<file path="config.mk">
export PLATFORM = sky130hd
export DESIGN_NAME = serial_led_blink_command_controller_core
export DESIGN_NICKNAME = d
export VERILOG_FILES = /design/src/rtl/core/slbc_pkg.sv /design/src/rtl/core/slbc_alu.sv /design/src/rtl/core/slbc_line_buf.sv /design/src/rtl/core/serial_led_blink_command_controller_core.sv
export SDC_FILE = /design/constraint.sdc
export NUM_CORES = 1
export LEC_CHECK = 0
export BUFFER_PORTS_ARGS = -buffer_cell sky130_fd_sc_hd__buf_2
export CAP_MARGIN = 20
export CORE_MARGIN = 2
export CORE_UTILIZATION = 50
export CTS_CLUSTER_DIAMETER = 100
export DETAILED_ROUTE_END_ITERATION = 12
export PLACE_DENSITY_LB_ADDON = 0.25
export SYNTH_ARGS = -nofsm -noshare
export SYNTH_HDL_FRONTEND = slang
export SYNTH_SLANG_ARGS = --single-unit
export TNS_END_PERCENT = 5
</file>
<file path="constraint.sdc">
create_clock -name clock -period 11.55 [get_ports clock]
set_clock_uncertainty 0.15 [all_clocks]
set_input_delay 2.31 -clock clock [delete_from_list [all_inputs] [get_ports clock]]
set_output_delay 2.31 -clock clock [all_outputs]
set_load 0.05 [all_outputs]
</file>
<file path="src/rtl/core/slbc_pkg.sv">
package slbc_pkg;

   localparam int TIME_W   = 32;
   localparam int PERIOD_W = 20;
   localparam int LEVEL_W  = 8;
   localparam int MIN_LINE = 3;

   localparam logic [PERIOD_W-1:0] PERIOD_MAX = 20'hFFFFF;

   localparam logic [7:0] CHR_B     = 8'h42;
   localparam logic [7:0] CHR_E     = 8'h45;
   localparam logic [7:0] CHR_D     = 8'h44;
   localparam logic [7:0] CHR_COMMA = 8'h2C;
   localparam logic [7:0] CHR_ZERO  = 8'h30;
   localparam logic [7:0] CHR_NINE  = 8'h39;
   localparam logic [7:0] CHR_LF    = 8'h0A;
   localparam logic [7:0] CHR_CR    = 8'h0D;
   localparam logic [7:0] CHR_TAB   = 8'h09;
   localparam logic [7:0] CHR_VT    = 8'h0B;
   localparam logic [7:0] CHR_FF    = 8'h0C;
   localparam logic [7:0] CHR_SPACE = 8'h20;
   localparam logic [7:0] CHR_MINUS = 8'h2D;
   localparam logic [7:0] CHR_PLUS  = 8'h2B;
   localparam logic [7:0] LED_BASE  = 8'h33;
   localparam logic [7:0] LED_TOP   = 8'h3A;

   typedef enum logic [0:0] {
      ALU_DIFF = 1'b0,
      ALU_MAC  = 1'b1
   } alu_op_type;

   typedef struct packed {
      alu_op_type            op;
      logic [TIME_W-1:0]     a;
      logic [TIME_W-1:0]     b;
      logic [PERIOD_W-1:0]   limit;
      logic [PERIOD_W-1:0]   acc;
      logic [3:0]            digit;
   } alu_req_type;

   typedef struct packed {
      logic                  ge;
      logic [PERIOD_W-1:0]   value;
   } alu_rsp_type;

   typedef enum logic [6:0] {
      ST_IDLE  = 7'b0000001,
      ST_CHECK = 7'b0000010,
      ST_SCAN  = 7'b0000100,
      ST_SKIP  = 7'b0001000,
      ST_DIGIT = 7'b0010000,
      ST_TICK  = 7'b0100000,
      ST_SPARE = 7'b1000000
   } state_type;

   function automatic logic is_space(input logic [7:0] c);
      return (c == CHR_SPACE) || (c == CHR_TAB) || (c == CHR_LF) ||
             (c == CHR_VT) || (c == CHR_FF) || (c == CHR_CR);
   endfunction

   function automatic logic is_digit(input logic [7:0] c);
      return (c >= CHR_ZERO) && (c <= CHR_NINE);
   endfunction

endpackage

</file>
<file path="src/rtl/core/slbc_alu.sv">
module slbc_alu (
   input  slbc_pkg::alu_req_type req,
   output slbc_pkg::alu_rsp_type rsp
);

   logic [slbc_pkg::TIME_W-1:0] x;
   logic [slbc_pkg::TIME_W-1:0] y;
   logic                        cin;
   logic [slbc_pkg::TIME_W-1:0] sum;

   // One adder serves both the elapsed-time subtraction and the decimal
   // accumulate step, where the value is multiplied by ten as 8v + 2v.
   always_comb begin
      if (req.op == slbc_pkg::ALU_MAC) begin
         x   = {{(slbc_pkg::TIME_W - slbc_pkg::PERIOD_W - 3){1'b0}}, req.acc, 3'b000};
         y   = {{(slbc_pkg::TIME_W - slbc_pkg::PERIOD_W - 1){1'b0}}, req.acc, 1'b0}
               + {{(slbc_pkg::TIME_W - 4){1'b0}}, req.digit};
         cin = 1'b0;
      end else begin
         x   = req.a;
         y   = ~req.b;
         cin = 1'b1;
      end
      sum = x + y + {{(slbc_pkg::TIME_W - 1){1'b0}}, cin};
   end

   assign rsp.ge    = sum >= {{(slbc_pkg::TIME_W - slbc_pkg::PERIOD_W){1'b0}}, req.limit};
   assign rsp.value = (sum > {{(slbc_pkg::TIME_W - slbc_pkg::PERIOD_W){1'b0}},
                              slbc_pkg::PERIOD_MAX})
                      ? slbc_pkg::PERIOD_MAX : sum[slbc_pkg::PERIOD_W-1:0];

endmodule

</file>
<file path="src/rtl/core/slbc_line_buf.sv">
module slbc_line_buf #(
   parameter int LINE_LEN = 10
) (
   input  logic                        clock,
   input  logic                        wr_en,
   input  logic [$clog2(LINE_LEN)-1:0] wr_addr,
   input  logic [7:0]                  wr_data,
   input  logic [$clog2(LINE_LEN)-1:0] rd_addr,
   output logic [7:0]                  rd_data,
   output logic [7:0]                  head_op,
   output logic [7:0]                  head_led
);

   logic [7:0] mem_ff [LINE_LEN];

   always_ff @(posedge clock) begin
      if (wr_en) begin
         mem_ff[wr_addr] <= wr_data;
      end
   end

   assign rd_data  = mem_ff[rd_addr];
   assign head_op  = mem_ff[0];
   assign head_led = mem_ff[1];

endmodule

</file>
<file path="src/rtl/core/serial_led_blink_command_controller_core.sv">
// Channel | Direction | Transfer contents
// req     | in        | tdata[7:0] rx_byte; tuser[0] operation (1 = millisecond tick)
// rsp     | out       | tdata[7:0] led_levels; tdata[8] command_accepted
//
// A byte that does not end a line is finished in the idle state; its result is loaded at the transfer.
// A tick walks the LEDs through the shared subtract-compare unit.
// An ending line is executed from the buffer; no new byte is taken until it has finished.
// Synchronous reset clears the sequencer, LED state, line count and the time counter.
// req_tready is high only in the idle state while the result register is free or being taken.
module serial_led_blink_command_controller_core #(
   parameter int LINE_LEN  = 10,
   parameter int LED_COUNT = 8
) (
   input  logic        clock,
   input  logic        reset,
   input  logic        req_tvalid,
   output logic        req_tready,
   input  logic [7:0]  req_tdata,   // rx_byte
   input  logic [0:0]  req_tuser,   // operation
   output logic        rsp_tvalid,
   input  logic        rsp_tready,
   output logic [15:0] rsp_tdata    // led_levels, command_accepted, zero fill
);

   localparam int IDX_W = $clog2(LINE_LEN);
   localparam int POS_W = $clog2(LINE_LEN + 1);
   localparam int LED_W = (LED_COUNT > 1) ? $clog2(LED_COUNT) : 1;

   slbc_pkg::state_type state_ff, state_in;
   logic [POS_W-1:0] count_ff, count_in;
   logic [POS_W-1:0] pos_ff, pos_in;
   logic [slbc_pkg::PERIOD_W-1:0] val_ff, val_in;
   logic [LED_W-1:0] idx_ff, idx_in;
   logic [LED_W-1:0] ptr_ff, ptr_in;
   logic [slbc_pkg::TIME_W-1:0] time_ff, time_in;
   logic [slbc_pkg::TIME_W-1:0] last_ff [LED_COUNT];
   logic [slbc_pkg::TIME_W-1:0] last_in [LED_COUNT];
   logic [slbc_pkg::PERIOD_W-1:0] period_ff [LED_COUNT];
   logic [slbc_pkg::PERIOD_W-1:0] period_in [LED_COUNT];
   logic [LED_COUNT-1:0] on_ff, on_in;
   logic [LED_COUNT-1:0] drive_ff, drive_in;
   logic rsp_valid_ff, rsp_valid_in;
   logic [slbc_pkg::LEVEL_W-1:0] rsp_levels_ff, rsp_levels_in;
   logic rsp_acc_ff, rsp_acc_in;

   logic req_fire;
   logic eol;
   logic in_range;
   logic wr_en;
   logic [7:0] rd_data;
   logic [7:0] head_op;
   logic [7:0] head_led;
   logic [7:0] led_diff;
   logic led_ok;
   logic [LED_W-1:0] apply_idx;
   logic apply_b;
   logic apply_ed;
   logic [slbc_pkg::PERIOD_W-1:0] apply_val;
   logic finish;
   logic fin_acc;
   logic clear_line;
   logic toggle;
   slbc_pkg::alu_req_type alu_req;
   slbc_pkg::alu_rsp_type alu_rsp;

   assign req_tready = (state_ff == slbc_pkg::ST_IDLE) && (!rsp_valid_ff || rsp_tready);
   assign req_fire   = req_tvalid && req_tready;
   assign eol        = (req_tdata == slbc_pkg::CHR_CR) || (req_tdata == slbc_pkg::CHR_LF);
   assign in_range   = pos_ff < count_ff;
   assign led_diff   = head_led - slbc_pkg::LED_BASE;
   assign led_ok     = (head_led >= slbc_pkg::LED_BASE) && (head_led <= slbc_pkg::LED_TOP) &&
                       (led_diff < 8'(LED_COUNT));

   slbc_line_buf #(
      .LINE_LEN(LINE_LEN)
   ) u_line_buf (
      .clock    (clock),
      .wr_en    (wr_en),
      .wr_addr  (count_ff[IDX_W-1:0]),
      .wr_data  (req_tdata),
      .rd_addr  (pos_ff[IDX_W-1:0]),
      .rd_data  (rd_data),
      .head_op  (head_op),
      .head_led (head_led)
   );

   slbc_alu u_alu (
      .req (alu_req),
      .rsp (alu_rsp)
   );

   always_comb begin
      state_in      = state_ff;
      count_in      = count_ff;
      pos_in        = pos_ff;
      val_in        = val_ff;
      idx_in        = idx_ff;
      ptr_in        = ptr_ff;
      time_in       = time_ff;
      last_in       = last_ff;
      period_in     = period_ff;
      on_in         = on_ff;
      drive_in      = drive_ff;
      rsp_valid_in  = rsp_valid_ff && !rsp_tready;
      rsp_levels_in = rsp_levels_ff;
      rsp_acc_in    = rsp_acc_ff;
      wr_en         = 1'b0;
      apply_idx     = idx_ff;
      apply_b       = 1'b0;
      apply_ed      = 1'b0;
      apply_val     = '0;
      finish        = 1'b0;
      fin_acc       = 1'b0;
      clear_line    = 1'b0;
      toggle        = 1'b0;
      alu_req.op    = slbc_pkg::ALU_DIFF;
      alu_req.a     = time_ff;
      alu_req.b     = last_ff[ptr_ff];
      alu_req.limit = period_ff[ptr_ff];
      alu_req.acc   = val_ff;
      alu_req.digit = rd_data[3:0] - slbc_pkg::CHR_ZERO[3:0];

      unique case (state_ff)
         slbc_pkg::ST_IDLE: begin
            if (req_fire) begin
               if (req_tuser[0]) begin
                  time_in  = time_ff + 32'd1;
                  ptr_in   = '0;
                  state_in = slbc_pkg::ST_TICK;
               end else if (count_ff < POS_W'(LINE_LEN)) begin
                  wr_en    = 1'b1;
                  count_in = count_ff + POS_W'(1);
                  if (eol) begin
                     state_in = slbc_pkg::ST_CHECK;
                  end else begin
                     finish = 1'b1;
                  end
               end else begin
                  if (eol) begin
                     count_in = '0;
                  end
                  finish = 1'b1;
               end
            end
         end
         slbc_pkg::ST_CHECK: begin
            apply_idx = led_diff[LED_W-1:0];
            idx_in    = led_diff[LED_W-1:0];
            if ((count_ff < POS_W'(slbc_pkg::MIN_LINE)) || !led_ok) begin
               clear_line = 1'b1;
            end else if ((head_op == slbc_pkg::CHR_E) || (head_op == slbc_pkg::CHR_D)) begin
               apply_ed   = 1'b1;
               fin_acc    = 1'b1;
               clear_line = 1'b1;
            end else if (head_op == slbc_pkg::CHR_B) begin
               pos_in   = POS_W'(2);
               state_in = slbc_pkg::ST_SCAN;
            end else begin
               clear_line = 1'b1;
            end
         end
         slbc_pkg::ST_SCAN: begin
            if (!in_range) begin
               clear_line = 1'b1;
            end else if (rd_data == slbc_pkg::CHR_COMMA) begin
               pos_in   = pos_ff + POS_W'(1);
               val_in   = '0;
               state_in = slbc_pkg::ST_SKIP;
            end else begin
               pos_in = pos_ff + POS_W'(1);
            end
         end
         slbc_pkg::ST_SKIP: begin
            if (!in_range || (rd_data == slbc_pkg::CHR_MINUS)) begin
               apply_b    = 1'b1;
               fin_acc    = 1'b1;
               clear_line = 1'b1;
            end else if (slbc_pkg::is_space(rd_data)) begin
               pos_in = pos_ff + POS_W'(1);
            end else if (rd_data == slbc_pkg::CHR_PLUS) begin
               pos_in   = pos_ff + POS_W'(1);
               state_in = slbc_pkg::ST_DIGIT;
            end else begin
               state_in = slbc_pkg::ST_DIGIT;
            end
         end
         slbc_pkg::ST_DIGIT: begin
            alu_req.op = slbc_pkg::ALU_MAC;
            if (in_range && slbc_pkg::is_digit(rd_data)) begin
               val_in = alu_rsp.value;
               pos_in = pos_ff + POS_W'(1);
            end else begin
               apply_b    = 1'b1;
               apply_val  = val_ff;
               fin_acc    = 1'b1;
               clear_line = 1'b1;
            end
         end
         slbc_pkg::ST_TICK: begin
            toggle = on_ff[ptr_ff] && (period_ff[ptr_ff] != '0) && alu_rsp.ge;
            if (ptr_ff == LED_W'(LED_COUNT - 1)) begin
               finish   = 1'b1;
               state_in = slbc_pkg::ST_IDLE;
            end else begin
               ptr_in = ptr_ff + LED_W'(1);
            end
         end
         default: begin
            state_in = slbc_pkg::ST_IDLE;
         end
      endcase

      for (int i = 0; i < LED_COUNT; i++) begin
         if (apply_b && (apply_idx == LED_W'(i))) begin
            period_in[i] = apply_val;
            on_in[i]     = apply_val != '0;
            last_in[i]   = time_ff;
         end
         if (apply_ed && (apply_idx == LED_W'(i))) begin
            period_in[i] = '0;
            on_in[i]     = 1'b0;
            drive_in[i]  = (head_op == slbc_pkg::CHR_E);
         end
         if (toggle && (ptr_ff == LED_W'(i))) begin
            drive_in[i] = !drive_ff[i];
            last_in[i]  = time_ff;
         end
      end

      if (clear_line) begin
         count_in = '0;
         finish   = 1'b1;
         state_in = slbc_pkg::ST_IDLE;
      end

      if (finish) begin
         rsp_valid_in  = 1'b1;
         rsp_levels_in = slbc_pkg::LEVEL_W'(drive_in);
         rsp_acc_in    = fin_acc;
      end
   end

   always_ff @(posedge clock) begin
      if (reset) begin
         state_ff     <= slbc_pkg::ST_IDLE;
         count_ff     <= '0;
         time_ff      <= '0;
         on_ff        <= '0;
         drive_ff     <= '0;
         rsp_valid_ff <= 1'b0;
         for (int i = 0; i < LED_COUNT; i++) begin
            last_ff[i]   <= '0;
            period_ff[i] <= '0;
         end
      end else begin
         state_ff     <= state_in;
         count_ff     <= count_in;
         time_ff      <= time_in;
         on_ff        <= on_in;
         drive_ff     <= drive_in;
         rsp_valid_ff <= rsp_valid_in;
         last_ff      <= last_in;
         period_ff    <= period_in;
      end
   end

   always_ff @(posedge clock) begin
      pos_ff        <= pos_in;
      val_ff        <= val_in;
      idx_ff        <= idx_in;
      ptr_ff        <= ptr_in;
      rsp_levels_ff <= rsp_levels_in;
      rsp_acc_ff    <= rsp_acc_in;
   end

   assign rsp_tvalid = rsp_valid_ff;
   assign rsp_tdata  = {7'b0000000, rsp_acc_ff, rsp_levels_ff};

   assert property (@(posedge clock) disable iff (reset)
      (state_ff != slbc_pkg::ST_IDLE) |-> !rsp_valid_ff)
      else $error("Result register is occupied while an item is in progress.");

   assert property (@(posedge clock) disable iff (reset)
      count_ff <= POS_W'(LINE_LEN))
      else $error("Line count exceeds the buffer length.");

   assert property (@(posedge clock) disable iff (reset)
      (req_fire && req_tuser[0]) |=> (time_ff == $past(time_ff) + 32'd1))
      else $error("Millisecond counter did not advance on a tick transfer.");

   assert property (@(posedge clock) disable iff (reset)
      (finish && fin_acc) |-> ((state_ff == slbc_pkg::ST_CHECK) ||
                               (state_ff == slbc_pkg::ST_SKIP) ||
                               (state_ff == slbc_pkg::ST_DIGIT)))
      else $error("Command accepted outside of line execution.");

   assert property (@(posedge clock) disable iff (reset)
      (state_ff == slbc_pkg::ST_TICK) |=> !$changed(count_ff))
      else $error("Line count changed during a tick walk.");

endmodule
</file>
# Word-level counts from Yosys, hierarchy flattened

Memory sizes are Yosys's and may differ from the RTL's. A register that Yosys moved wholly into a read port is not among the register bits.
Index checks and enable logic that the tools add are counted.

Memory bits (writable): 80
Output and inout bits: 18
Input bits: 13
Memories: 1
Register bits: 515

Memory list:

| name              | depth | bits a word | rd ports | clocked after Yosys merged registers in | write ports | line                | text |
|---|---|---|---|---|---|---|---|
| u_line_buf.mem_ff | 10    | 8           | 3        | 1                                       | 1           | slbc_line_buf.sv:14 | `logic [7:0] mem_ff [LINE_LEN];` |

Bitwise logic cells: 4
Mux-type cells: 108
$lt $le $gt $ge: 12
Add/subtract/negate cells: 8
Reductions and logical operators: 86
Eq/ne operators: 49

Operator list:

| kind                  | count |
|---|---|
| $mux 32               | 20 |
| $mux 20               | 8 |
| $bmux 32 s3           | 1 |
| $mux 7                | 12 |
| $bmux 20 s3           | 1 |
| $eq 8x4->1 const B    | 7 |
| $mux 4                | 11 |
| $mux 1                | 42 |
| $pmux 7 s6            | 1 |
| $pmux 20 s2           | 1 |
| $reduce_bool 20->1    | 2 |
| $logic_and 1x1->1     | 33 |
| $add 32x1->32         | 1 |
| $add 32x1->32 const B | 1 |
| $add 32x32->32        | 1 |
| $eq 8x6->1 const B    | 4 |
| $ge 32x20->1          | 1 |
| $gt 32x20->1 const B  | 1 |
| $not 32->32           | 1 |
| $eq 3x3->1 const B    | 8 |
| $eq 8x7->1 const B    | 3 |
| $ne 2x2->1 const B    | 12 |
| $add 21x4->22         | 1 |
| $reduce_bool 2->1     | 11 |
| other kinds (39)      | 83 |

# Depth between registers and ports, before layout

Depth after elaboration: 13
Gate-level depth with buffers: 35
Gate-level depth less buffers: 31

# Hierarchy

From an unflattened synthesis, not the netlist that was laid out.

Cells, all modules: 3178
Area total of the unflattened synthesis: 32396.1 um^2

Modules (own cells, without submodules):

| module                                   | cells an instance | instances | area an instance (um^2) | seq. area each (um^2) |
|---|---|---|---|---|
| serial_led_blink_command_controller_core | 2509              | 1         | 25568.3                 | 10650.2 |
| slbc_alu                                 | 488               | 1         | 3585.9                  | 0.0 |
| slbc_line_buf                            | 181               | 1         | 3241.9                  | 2402.3 |

# Worst setup path after synthesis

OpenSTA, ideal clock, no wires.

Kind: reg-to-reg
Start point: reg ptr_ff[0]
End point: reg last_ff[10] (netlist name)
Clock period less this slack: 7741 ps
Data required time: 11328 ps
Slack: 3809 ps
Library setup time: 72 ps
Path buffers: 7
Arrival: 7519 ps
Cell stages (with the launch flop): 31
Cells stage by stage: edfxtp_1 buf_2 buf_2 buf_2 clkbuf_1 buf_1 mux4_2 mux2i_1 o21ai_0 fa_1 fa_1 nand2b_1 a21oi_1 o21a_1 nor2b_1 o21ai_0 a21boi_0 xor2_1 inv_1 ha_1 nand4_1 or2_2 nor3_1 a221oi_1 o21ai_0 or4_1 or4_1 buf_4 a21boi_4 buf_6 mux2i_1

Cells in the longest elaborated chain, start to end: 13

Ends and longest elaborated chain:

| element                                             | line                                                                                                                                              | text |
|---|---|---|
| from (decl)                                         | serial_led_blink_command_controller_core.sv:34                                                                                                    | `logic [LED_W-1:0] ptr_ff, ptr_in;` |
| from (signal assigned)                              | serial_led_blink_command_controller_core.sv:271                                                                                                   | `ptr_ff <= ptr_in;` |
| $not 3->4 (not written as such)                     | serial_led_blink_command_controller_core.sv:118, serial_led_blink_command_controller_core.sv:119, serial_led_blink_command_controller_core.sv:200 |  |
| $bmux 32 s3                                         | serial_led_blink_command_controller_core.sv:118                                                                                                   | `alu_req.b = last_ff[ptr_ff];` |
| $mux 32 (not written as such) (2 in series)         | serial_led_blink_command_controller_core.sv:118                                                                                                   |  |
| $not 32->32                                         | slbc_alu.sv:21                                                                                                                                    | `y = ~req.b;` |
| $mux 32                                             | slbc_alu.sv:14                                                                                                                                    | `if (req.op == slbc_pkg::ALU_MAC) begin` |
| $add 32x32->32                                      | slbc_alu.sv:24                                                                                                                                    | `sum = x + y + {{(slbc_pkg::TIME_W - 1){1'b0}}, cin};` |
| $add 32x1->32                                       | slbc_alu.sv:24                                                                                                                                    |  |
| $ge 32x20->1                                        | slbc_alu.sv:27                                                                                                                                    | `assign rsp.ge = sum >= {{(slbc_pkg::TIME_W - slbc_pkg::PERIOD_W){1'b0}}, req.limit};` |
| $logic_and 1x1->1                                   | serial_led_blink_command_controller_core.sv:200                                                                                                   | `toggle = on_ff[ptr_ff] && (period_ff[ptr_ff] != '0) && alu_rsp.ge;` |
| $mux 1                                              | serial_led_blink_command_controller_core.sv:123                                                                                                   | `unique case (state_ff)` |
| $logic_and 1x1->1 *                                 | serial_led_blink_command_controller_core.sv:224                                                                                                   | `if (toggle && (ptr_ff == LED_W'(i))) begin` |
| $mux 32 / $reduce_bool 2->1 (equally long branches) | --                                                                                                                                                |  |
| to (signal assigned)                                | serial_led_blink_command_controller_core.sv:262                                                                                                   | `last_ff <= last_in;` |
| to (decl)                                           | serial_led_blink_command_controller_core.sv:36                                                                                                    | `logic [slbc_pkg::TIME_W-1:0] last_ff [LED_COUNT];` |

Every way passes the cells marked *; elsewhere a longest branch is shown, timed or not. The select of a mux whose other input is x is not followed.
A chain may end at the register's enable or synchronous reset.

==> reports/summary.txt <==
Status: finished clean
Combinational Power Share: 0.081
Power Internal: 3.594 mW
Setup TNS: 0 ns
Commonest non-fill, non-tap cell in the layout: nand2_1
Pleak: 13.14 nW
FF-to-FF setup slack: 1.41 ns
Congestion Overflow GR: 0
Num CTS Buffers: 66
Nets: 3081
Post-synth top area share: 0.3272
Synth Register Bits: 598
Global-route wire length before repair: 129000 um
Row count: 89
Setup-failing EPs final: 0
Pwr per Cell Area: 147.3 nW/um2
Via density: 5.958
FILL cells: 5052
Mapped Avg Cell Area: 9.661 um2
Most frequent cells in the layout: nand2_1, dfxtp_1, mux2i_1
Fin. max-slew vios: 0
Worst-Skew Late Latency: 0.61 ns
Gpl congestion: 0.8943
Sequential share of power: 0.455
Ant diodes: 0
Final wirelength: 82010 um
Critical path arrival: 10.50 ns
Post-Syn Area: 29490 um2
Fmax: 0.09859 GHz
Worst Setup Path Type: reg2reg
I/O pins: 31
Max-cap violations: 0
Cells after Synth: 3053
Drt drc: 0
Vias: 22760
Most frequent CP cell: a21oi_1
Yosys warning count: 0
CP endpoint: last_ff[195]
Post-synth top flop: dfxtp_1
Register area share after synthesis: 0.4453
Chip width: 246.9 um
Largest net degree at the start of global routing: 123
Hold WC Path Type: reg2reg
Final ANT Viol Nets: 0
FF-to-FF path depth: 33
Dominant cell type by area after synthesis: dfxtp_1
Post-CTS Hold Buffers: 0
Dpl hpwl: 54430 um
Count of cell types in the netlist: 80
Worst Setup End Kind: flip-flop
Largest stage delay, worst path: 0.92 ns
Clock root buffer: clkbuf_16
Layout cells sized above 1: 0.1093
RSZ-0062 raised after global routing: no
CP required: 11.91 ns
Core Region: 58690 um2
Initial antenna violation count: 0
Post-synth EDFFs: 116
Register clock-pin slew on the reported worst setup and hold paths: 0.06 ns
H-tree lvl count: 3
Avg WL per Cell: 21.46 um
Final Instance Area: 32310 um2
Clock Tree Buf Depth: 3
Worst-Margin Slew: 1.198 ns
TritonCTS clock tree: yes
Max-slew headroom: 0.2014
Switching share of power: 0.2449
Final worst path period share: 0.8782
Area post-placement: 29970 um2
Switching power: 1.166 mW
Peak VDD IR: 0.1417 mV
Total GRT Usage: 0.2714
Reg2reg end: last_ff[195]
Clk pwr share: 0.464
Post_cts resized: 0
Number of buffers added on ports: 23
Die area: 60950 um2
Power, Total: 4.760 mW
CP max FO: 19
Synth top area cells: dfxtp_1, edfxtp_1, mux2i_1
Die Height: 246.9 um
Clock Sinks: 598
1st-iter DRT viols: 2022
Fin crit period: 10.14 ns
Crit path launch type: flip-flop
Hold Vio Cnt, Final: 0
Number of global-route vias before repair: 22610
Area delta synth->final: 9.549%
Post-CTS setup buffers: 0
Slowest CP cell: or4_1
Initial Util: 0.5026
Async set-reset flop share out of synthesis: 0
Drt first pass iters: 6
[how the worst min path moves through the flow]
stage	start	to	slack, ns	cells past startpoint
3_5_place_dp	period_ff[113]	period_ff[113]	0.30	2
4_1_cts	period_ff[113]	period_ff[113]	0.30	2
2_1_floorplan	period_ff[100]	period_ff[100]	0.28	2
6_report	period_ff[109]	period_ff[109]	0.30	2
3_3_place_gp	period_ff[49]	period_ff[49]	0.29	2
5_1_grt	last_ff[30]	last_ff[30]	0.32	2
[state kept, by name, indices dropped and copies added (netlist names), 4 cells and up, named ones only]
name and flops:
period_ff 160, pos_ff 4, on_ff 8, rsp_levels_ff 8, count_ff 4, val_ff 20
last_ff 256, state_ff 6, u_line_buf.mem_ff 80, drive_ff 8, time_ff 32
[logic make-up (layout without fill, tap and decap cells)]
kind of cell,count (synthesis),in the layout,share of synthesized area
fa+ha+maj,73,73,0.03173
flops,598,598,0.4453
xor+xnor,63,63,0.01871
buf+inv,245,234,0.03890
mux,420,420,0.1933
other cells,1,7,0.0001271
compound gates,467,467,0.09710
simple gates,1186,1186,0.1749
[metal layers]
layer | part of all wire | track usage | wire length [um]
met5 | 0 | 0 | 0
met4 | 0.028 | 0.08717 | 2305
met3 | 0.070 | 0.04971 | 5780
met2 | 0.46 | 0.4365 | 37940
met1 | 0.44 | 0.3704 | 35980
[Yosys cell counts (all sizes together), types with 7 or more instances]
| library cell | n |
|---|---|
| nor3 | 51 |
| mux2i | 295 |
| nor2 | 217 |
| ha | 70 |
| nand2b | 22 |
| a22oi | 29 |
| xnor2 | 34 |
| a21oi | 273 |
| and2 | 42 |
| xor2 | 29 |
| a31oi | 7 |
| nand3 | 34 |
| nor4 | 14 |
| nand4 | 20 |
| edfxtp | 116 |
| and4 | 8 |
| nand2 | 671 |
| clkbuf | 135 |
| nor2b | 21 |
| o21a | 8 |
| a211oi | 15 |
| and3 | 37 |
| a21o | 25 |
| o21ai | 48 |
| dfxtp | 482 |
| a21boi | 10 |
| or2 | 11 |
| inv | 41 |
| buf | 66 |
| mux4 | 119 |
| or3 | 18 |
[area by class of cell]
class                   count  area, um2  area share
clock buffers              95       1903     0.05890
clock inverters            26      376.6     0.01166
inverters                  44      172.7    0.005344
multi-input cells        2216      15260      0.4724
flip-flops and latches    598      13130      0.4064
well taps                 773      967.2     0.02993
repair buffers             69      495.5     0.01533
[metrics by stage]
step                utilization  setup slack (ns)  instances  hold slack [ns]
floorplan                     -             3.809       3059           0.2795
global placement         0.5104             1.693       3694           0.2881
detailed placement       0.5107             1.593       3696           0.2952
CTS                      0.5496             1.475       3817           0.3031
global route             0.5506            0.6868       3821           0.3207
finish                   0.5506             1.407       3821           0.3002
[power groups by stage]
stage | clock network (mW) | logic [mW] | registers (mW)
global placement | 0 | 0.377 | 2.21
CTS | 2.24 | 0.381 | 2.16
floorplan | 0 | 0.263 | 2.21
global route | 2.32 | 0.410 | 2.17
finish | 2.21 | 0.385 | 2.16
detailed placement | 0 | 0.380 | 2.21
[worst max-delay path, delay by kind of cell (launching register included)]
kind                       cells  cell delay, ns
adders and majority gates      3            1.10
AOI/OAI and AO/OA             13            3.88
buffers and inverters          3            0.90
muxes                          3            0.58
and+or+nand+nor                9            2.33
xor gates and xnor gates       2            0.34
DFF                            1            0.75
Note: power is estimated with default switching activity, not from simulation.
